File: src/sv/grc_pkg.sv
// Package for the grid ray-cast column block: shared types, codes, constants
// and the quarter-wave sine function.
// No dependencies.
package grc_pkg;

  localparam int MAP_SIZE_DEF  = 32;
  localparam int MAX_STEPS_DEF = 40;

  localparam int DIV_DW = 32;
  localparam int DIV_VW = 16;

  localparam logic ACT_WRITE = 1'b0;
  localparam logic ACT_CAST  = 1'b1;

  localparam logic [2:0] REG_POS_X    = 3'd0;
  localparam logic [2:0] REG_POS_Y    = 3'd1;
  localparam logic [2:0] REG_VIEW     = 3'd2;
  localparam logic [2:0] REG_FOV      = 3'd3;
  localparam logic [2:0] REG_VP_W     = 3'd4;
  localparam logic [2:0] REG_VP_H     = 3'd5;
  localparam logic [2:0] REG_HORIZON  = 3'd6;

  localparam logic [1:0] DIV_ANGLE = 2'd0;
  localparam logic [1:0] DIV_DDX   = 2'd1;
  localparam logic [1:0] DIV_DDY   = 2'd2;
  localparam logic [1:0] DIV_LINE  = 2'd3;

  localparam logic [7:0] BASE_R_EW = 8'd100;
  localparam logic [7:0] BASE_G_EW = 8'd140;
  localparam logic [7:0] BASE_B_EW = 8'd60;
  localparam logic [7:0] BASE_R_NS = 8'd130;
  localparam logic [7:0] BASE_G_NS = 8'd180;
  localparam logic [7:0] BASE_B_NS = 8'd80;
  localparam logic [7:0] FOG_GREY  = 8'd80;
  localparam logic [11:0] FOG_LIMIT = 12'd2048;

  typedef struct packed {
    logic [15:0]       pos_x;
    logic [15:0]       pos_y;
    logic [15:0]       view_angle;
    logic [14:0]       fov;
    logic [8:0]        vp_w;
    logic [7:0]        vp_h;
    logic signed [9:0] horizon;
  } grc_cfg_t;

  typedef struct packed {
    logic       clear;
    logic       write_cell;
    logic       load_item;
    logic       div_start;
    logic [1:0] div_op;
    logic       ang_ld;
    logic       sine_ld;
    logic       ddx_ld;
    logic       ddy_ld;
    logic       init_ld;
    logic       step;
    logic       dist_ld;
    logic       out_ld;
  } grc_cmd_t;

  typedef struct packed {
    logic clear_last;
    logic cast_ok;
    logic div_done;
    logic walk_stop;
  } grc_sts_t;

  function automatic logic [14:0] sine_tab(input logic [4:0] i);
    logic [14:0] v;
    unique case (i)
      5'd0:  v = 15'd0;
      5'd1:  v = 15'd1606;
      5'd2:  v = 15'd3196;
      5'd3:  v = 15'd4756;
      5'd4:  v = 15'd6270;
      5'd5:  v = 15'd7723;
      5'd6:  v = 15'd9102;
      5'd7:  v = 15'd10394;
      5'd8:  v = 15'd11585;
      5'd9:  v = 15'd12665;
      5'd10: v = 15'd13623;
      5'd11: v = 15'd14449;
      5'd12: v = 15'd15137;
      5'd13: v = 15'd15679;
      5'd14: v = 15'd16069;
      5'd15: v = 15'd16305;
      default: v = 15'd16384;
    endcase
    return v;
  endfunction

  // Interpolated quarter wave; u runs from 0 to 16384.
  function automatic logic [14:0] quarter_sine(input logic [14:0] u);
    logic [4:0]  i;
    logic [14:0] lo;
    logic [14:0] hi;
    logic [24:0] prod;
    i    = u[14:10];
    lo   = sine_tab(i);
    hi   = sine_tab(i + 5'd1);
    prod = 25'(hi - lo) * 25'(u[9:0]);
    if (i >= 5'd16) begin
      return 15'd16384;
    end
    return lo + 15'(prod >> 10);
  endfunction

  function automatic logic signed [15:0] bin_sine(input logic [15:0] a);
    logic [14:0] m;
    m = a[14] ? quarter_sine(15'd16384 - {1'b0, a[13:0]}) : quarter_sine({1'b0, a[13:0]});
    return a[15] ? -$signed({1'b0, m}) : $signed({1'b0, m});
  endfunction

endpackage

File: src/sv/grc_ctrl.sv
// Controller: sequences the clearing pass, map writes and the phases of
// one cast, and owns both handshakes. Uses grc_pkg for its command types.
module grc_ctrl (
  input  logic              clk,
  input  logic              rst,
  input  logic              cmd_valid,
  output logic              cmd_stall,
  input  logic              action,
  output logic              res_valid,
  input  logic              res_stall,
  input  grc_pkg::grc_sts_t sts,
  output grc_pkg::grc_cmd_t cmd
);

  localparam logic [3:0] S_CLEAR    = 4'd0;
  localparam logic [3:0] S_IDLE     = 4'd1;
  localparam logic [3:0] S_ANG_DIV  = 4'd2;
  localparam logic [3:0] S_ANG      = 4'd3;
  localparam logic [3:0] S_SINE     = 4'd4;
  localparam logic [3:0] S_DDX_ST   = 4'd5;
  localparam logic [3:0] S_DDX_DIV  = 4'd6;
  localparam logic [3:0] S_DDY_DIV  = 4'd7;
  localparam logic [3:0] S_INIT     = 4'd8;
  localparam logic [3:0] S_STEP     = 4'd9;
  localparam logic [3:0] S_CHECK    = 4'd10;
  localparam logic [3:0] S_DIST     = 4'd11;
  localparam logic [3:0] S_LINE_ST  = 4'd12;
  localparam logic [3:0] S_LINE_DIV = 4'd13;
  localparam logic [3:0] S_FIN      = 4'd14;

  logic [3:0] state;
  logic [3:0] state_next;
  logic       res_free;

  assign cmd_stall = (state != S_IDLE);
  assign res_free  = !res_valid || !res_stall;

  always_comb begin
    cmd        = '0;
    state_next = state;
    unique case (state)
      S_CLEAR: begin
        cmd.clear = 1'b1;
        if (sts.clear_last) begin
          state_next = S_IDLE;
        end
      end
      S_IDLE: begin
        if (cmd_valid) begin
          if (action == grc_pkg::ACT_WRITE) begin
            cmd.write_cell = 1'b1;
          end else if (sts.cast_ok) begin
            cmd.load_item = 1'b1;
            cmd.div_start = 1'b1;
            cmd.div_op    = grc_pkg::DIV_ANGLE;
            state_next    = S_ANG_DIV;
          end
        end
      end
      S_ANG_DIV: begin
        if (sts.div_done) begin
          state_next = S_ANG;
        end
      end
      S_ANG: begin
        cmd.ang_ld = 1'b1;
        state_next = S_SINE;
      end
      S_SINE: begin
        cmd.sine_ld = 1'b1;
        state_next  = S_DDX_ST;
      end
      S_DDX_ST: begin
        cmd.div_start = 1'b1;
        cmd.div_op    = grc_pkg::DIV_DDX;
        state_next    = S_DDX_DIV;
      end
      S_DDX_DIV: begin
        if (sts.div_done) begin
          cmd.ddx_ld    = 1'b1;
          cmd.div_start = 1'b1;
          cmd.div_op    = grc_pkg::DIV_DDY;
          state_next    = S_DDY_DIV;
        end
      end
      S_DDY_DIV: begin
        if (sts.div_done) begin
          cmd.ddy_ld = 1'b1;
          state_next = S_INIT;
        end
      end
      S_INIT: begin
        cmd.init_ld = 1'b1;
        state_next  = S_STEP;
      end
      S_STEP: begin
        cmd.step   = 1'b1;
        state_next = S_CHECK;
      end
      S_CHECK: begin
        state_next = sts.walk_stop ? S_DIST : S_STEP;
      end
      S_DIST: begin
        cmd.dist_ld = 1'b1;
        state_next  = S_LINE_ST;
      end
      S_LINE_ST: begin
        cmd.div_start = 1'b1;
        cmd.div_op    = grc_pkg::DIV_LINE;
        state_next    = S_LINE_DIV;
      end
      S_LINE_DIV: begin
        cmd.div_op = grc_pkg::DIV_LINE;
        if (sts.div_done) begin
          state_next = S_FIN;
        end
      end
      S_FIN: begin
        cmd.div_op = grc_pkg::DIV_LINE;
        if (res_free) begin
          cmd.out_ld = 1'b1;
          state_next = S_IDLE;
        end
      end
      default: begin
        state_next = S_IDLE;
      end
    endcase
  end

  always_ff @(posedge clk) begin
    if (rst) begin
      state     <= S_CLEAR;
      res_valid <= 1'b0;
    end else begin
      state <= state_next;
      if (cmd.out_ld) begin
        res_valid <= 1'b1;
      end else if (res_valid && !res_stall) begin
        res_valid <= 1'b0;
      end
    end
  end

  // The clearing pass runs once after reset only.
  a_clear_once: assert property (@(posedge clk) disable iff (rst)
    state != S_CLEAR |=> state != S_CLEAR)
    else $error("clearing pass re-entered");

  // A new result never overwrites one that is still waiting.
  a_no_overwrite: assert property (@(posedge clk) disable iff (rst)
    cmd.out_ld |-> (!res_valid || !res_stall))
    else $error("result register overwritten");

  // Starting the divider withdraws its done flag.
  a_div_restart: assert property (@(posedge clk) disable iff (rst)
    cmd.div_start |=> !sts.div_done)
    else $error("divider done after start");

  // Every step is followed by its map check.
  a_step_check: assert property (@(posedge clk) disable iff (rst)
    state == S_STEP |=> state == S_CHECK)
    else $error("map check skipped");

endmodule

File: config.mk
export PLATFORM = sky130hd
export DESIGN_NAME = grc_ctrl
export DESIGN_NICKNAME = d
export VERILOG_FILES = /design/src/sv/grc_pkg.sv /design/src/sv/grc_ctrl.sv
export SDC_FILE = /design/constraint.sdc
export NUM_CORES = 1
export LEC_CHECK = 0
export ABC_AREA = 0
export BUFFER_PORTS_ARGS = -buffer_cell sky130_fd_sc_hd__buf_2
export CORE_AREA = 2 2 39 41
export DETAILED_ROUTE_END_ITERATION = 10
export DIE_AREA = 0 0 41 43
export PLACE_DENSITY = 0.75
export SYNTH_ARGS = -nofsm -noshare
export SYNTH_HDL_FRONTEND = slang
export SYNTH_SLANG_ARGS = --single-unit
File: constraint.sdc
create_clock -name clk -period 2.4 [get_ports clk]
set_input_delay 0.12 -clock clk [delete_from_list [all_inputs] [get_ports clk]]
set_output_delay 0.12 -clock clk [all_outputs]
set_load 0.005 [all_outputs]
# [Yosys cells after proc, flatten, opt, wreduce, memory -nomap -nowiden]
# Index checks and enable logic that the tools add are counted.
[op_classes] reduce_logical=9 eq_ne=24 n_mux=32
[op_table] op="one-hot mux 4 bit (15 select lines)" n=1
[op_table] op="two-way mux 4 bit" n=11
[op_table] op="== test 4 bit, second input constant" n=7
[op_table] op="!= test 2 bit, second input constant" n=9
[op_table] op="== test 4 x 3 -> 1 bit, second input constant" n=4
[op_table] op="two-way mux 1 bit" n=14
[op_table] op="AND reduction 9 bit" n=1
[op_table] op="== test 4 x 2 -> 1 bit, second input constant" n=2
[op_table] op="one-hot mux 2 bit (4 select lines)" n=1
[op_table] op="two-way mux 5 bit" n=1
[op_table] op="== test 4 x 1 -> 1 bit, second input constant" n=1
[op_table] op="zero test 4 bit" n=1
[op_table] op="two-way mux 2 bit" n=2
[op_table] op="!= test 4 x 1 -> 1 bit, second input constant" n=1
[op_table] op="two-way mux 3 bit" n=1
[op_table] op="one-hot mux 1 bit (3 select lines)" n=1
[op_table] op="OR reduction 3 bit" n=1
[op_table] op="zero test 1 bit" n=2
[op_table] op="nonzero test 2 bit" n=1
[op_table] op="OR reduction 2 bit" n=1
[op_table] op="logical AND 1 bit" n=1
[op_table] op="logical OR 1 bit" n=1
[totals] output_inout_bits=16 ff_bits=5 in_bits=9 elab_cells=67

# [Logic depth before layout (Yosys ltp)]
[logic_depth] depth_word=5 ltp_mapped=6 depth_no_buf=5

# [Least setup slack after synthesis]
# Ideal clock, no wire load.
[synth_path] path_kind="register to register" from="reg state[2]" to="reg state[1]" path_stages_with_launch=7 n_path_buf=1 arrival_ns=1.388 required_ns=2.282 period_less_slack_ns=1.506 setup_time_ns=0.118 setup_slack_ns=0.894 path_cell_list="dfxtp_1 -> buf_4 -> or4b_4 -> nor2b_2 -> a211oi_2 -> a31oi_1 -> nor3_1"
[synth_via] elab_chain_cells=3 elab_cells_between_ends=26 cone_classes="eq/ne (23); mux (1); reduce/logical (2)"
[synth_rtl] item="start, declared" line_no="grc_ctrl.sv:31" text="logic [3:0] state;"
[synth_rtl] item="start signal, assigned" line_no="grc_ctrl.sv:136" text="state <= state_next;"
[synth_rtl] item="== test 4 bit, or another cell as far along" line_no="grc_ctrl.sv:41" text="unique case (state)"
[synth_rtl] item="!= test 2 bit (no source line)"
[synth_rtl] item="AND reduction 9 bit (no source line)"
# Several ways; a longest one is shown, not always the timed one.
# A chain may end at the register's enable or synchronous reset.

==> flow_summary.toml <==
[floorplanning]
core_area_mm2 = 0.001384
io_pins = 25
rows = 14
die_y_um = 43
die_area_mm2 = 0.001763
initial_core_util_pct = 32.55
fp.dieW_um = 41

[clocking]
cts_root_buffer = "clkbuf_4"
cts-htree-levels = 1
cts_buffers = 3
tritoncts = "yes"
cts_sinks = 5
post_cts_resized = 0
cts_setup_buffers = 0
cts_buffer_depth = 2
cts_hold_buf = 0
clk_pin_slew_ns = 0.04
clock_latency_ns = 0.24

[global_routing]
grt-busiest-layer = "met2"
grt_antenna_before_repair = 0
grt_max_degree = 19
first_global_vias = 453
overflow = 0
use_met3_pct = 1.571
groute.usage.overall_pct = 14.99
grt_use_met1_pct = 19.42
grt_pass1_wl_mm = 1.773
met2_usage_pct = 21.25

[detailed_routing]
vias = 566
firstDrtPassIters = 4
ant_nets = 0
wirelength_mm = 1.177
viasPerCell = 5.442
drcViolationCount = 0
route.detailed.wl_per_inst_um = 11.32
drtIter0Drc = 4

[timing]
finalSetupViolCount = 0
final.setup_skew_ns = 0.002748
hold_viol = 0
period_minus_slack_ns = 1.816
relSlewSlack_pct = 62.16
post-route-period-util_pct = 75.66
finalSetupTns_ns = 0
grt_setup_unrepaired = "false"
final_critical_path_setup_slack_ns = 0.5842
hold-worst-slack_ns = 0.1168
tightest_slew_ns = 0.5668
timing.fmax_mhz = 550.7
finalMaxSlewViolations = 0

[worst_setup_path]
end_kind = "primary output"
timing.rr.start = "state[1]"
path_max_fanout = 18
r2r_end = "state[1]"
r2r_cells = 5
worstSetupStartpointType = "flip-flop"
cp.required_ns = 2.28
crit_arrival_ns = 1.70
reg2reg_slack_ns = 0.65
worstSetupPathType = "flip-flop to primary output"

[yosys]
yosys_warnings = 0
yosys-top-cells-area = "dfxtp_1 22%, a21oi_1 8.9%, nor2_1 6.7%, nor3_1 5.6%, a211oi_1 5.0%"
syn_area_um2 = 450.4
synth_cell_types = 27
syn_inst = 65
synth_top_area_share_pct = 22.22
syn_avg_cell_area_um2 = 6.930
ys_seq_elements = 5
yosysTopAreaCell = "dfxtp_1"
synth_nets = 74
synth-seq-area-share_pct = 22.22

[placement]
gp_congestion = 0.7541
hpwl_um = 845.2
port_buffers = 24
place_inst = 100
pre_cts_ws_ns = 0.7457

[finish]
layout.nets = 98
drive_gt1_share_pct = 37.50
area_growth_syn_to_layout_pct = 30.56
diodes = 0
fillers = 157
final_cell_count_no_fill = 104

[run]
max_cap_violations = 0

[power_and_ir_drop]
powerDensity_mw_per_mm2 = 819.3
switchingPower_w = 0.0002077
switching_share_pct = 43.10
vdd_ir_drop_max_mv = 0.2693
seq_power_share_pct = 29.9
p_int_w = 0.0002741
power.leakage_nw = 0.2709
power_frac_clock_pct = 20.0
combPwrFrac_pct = 50.1

[hold_path]
hold_path_class = "input pin to flip-flop"
min_delay_path_depth = 2
hold_start = "rst"
holdPathEnd = "state[2]"

[run_status]
outcome = "finished, final reports clean"
kinds of logic (layout without fill, tap and decap cells):
kind of cell,Yosys count,after routing,share of synthesized area (%)
compound gates,20,20,29.45
buf+inv,9,32,10.56
flops,5,5,22.22
simple gates,31,31,37.78
power groups by stage:
stage / clock network [W] / registers [W] / logic [W]
3_3_place_gp: 0 / 0.000142 / 0.000233
3_5_place_dp: 0 / 0.000143 / 0.000238
4_1_cts: 0.0000986 / 0.000142 / 0.000242
2_1_floorplan: 0 / 0.000106 / 0.000227
5_1_grt: 0.000102 / 0.000150 / 0.000277
6_report: 0.0000966 / 0.000144 / 0.000241
layer usage:
| layer | vias to the layer above | share of wire [%] |
|---|---|---|
| met2 | 25 | 46 |
| met5 | - | 0 |
| met4 | 0 | 2.9 |
| met3 | 4 | 5.5 |
| met1 | 256 | 45 |
| li1 | 281 | - |
worst max path at each step:
| stage | depth (start not counted) | slack, ns | end | startpoint |
|---|---|---|---|---|
| floorplan | 6 | 0.89 | state[1] | state[2] |
| global placement | 5 | 0.77 | state[1] | state[1] |
| detailed placement | 5 | 0.75 | state[0] | state[1] |
| CTS | 3 | 0.61 | cmd[12] | state[1] |
| global route | 3 | 0.52 | cmd[12] | state[1] |
| finish | 3 | 0.58 | cmd[12] | state[1] |
state kept, by name, summed over array words and instances, names as in the netlist:
register / count
res_valid: 1
state: 4
worst max-delay path, cell delays in order, from the launching register on:
cell	delay (ns)
dfxtp_1	0.48
or4b_4	0.63
nor3b_1	0.20
buf_2	0.14
per-stage QoR:
step           cell area, um2  utilization (%)  power (W)
2_1_floorplan           450.4                -  0.0003331
3_3_place_gp            561.8            40.60  0.0003749
3_5_place_dp            561.8            40.60  0.0003809
4_1_cts                 588.1            42.50  0.0004825
5_1_grt                 588.1            42.50  0.0005289
6_report                588.1            42.50  0.0004818
cell usage after synthesis, drive strengths merged:
master	number
a21oi	8
nor2	8
dfxtp	5
nand2	5
nor3	5
a211oi	4
buf	4
nand3	4
inv	3
nand2b	3
o21ai	3
clkbuf	2
nor4	2
a21boi	1
a31oi	1
a41o	1
nand4b	1
nor2b	1
nor3b	1
o2111a	1
o21bai	1
or4b	1
cells in the final DEF (no fill, tap or decap):
| master | instances |
|---|---|
| nand2_1 | 5 |
| a41o_1 | 1 |
| clkbuf_1 | 1 |
| clkbuf_4 | 3 |
| inv_1 | 2 |
| nor4_1 | 1 |
| a31oi_1 | 1 |
| nand2b_1 | 3 |
| nor3_1 | 5 |
| nand4b_1 | 1 |
| nor2_1 | 8 |
| o21ai_1 | 3 |
| a21boi_0 | 1 |
| o21bai_1 | 1 |
| buf_2 | 24 |
| or4b_4 | 1 |
| o2111a_1 | 1 |
| dfxtp_1 | 5 |
| nor3b_1 | 1 |
| inv_2 | 1 |
| nor2b_2 | 1 |
| a211oi_1 | 3 |
| nand3_1 | 4 |
| a211oi_2 | 1 |
| buf_4 | 1 |
| nor4_2 | 1 |
| a21oi_1 | 8 |
final cells by class:
class	instances	area (um2)	area share, %
multi-input cells	51	302.8	51.49
repair buffers	25	127.6	21.70
flip-flops and latches	5	100.1	17.02
clock buffers	4	26.28	4.468
well taps	16	20.02	3.404
inverters	3	11.26	1.915
Power figures use the tool's default switching activity.
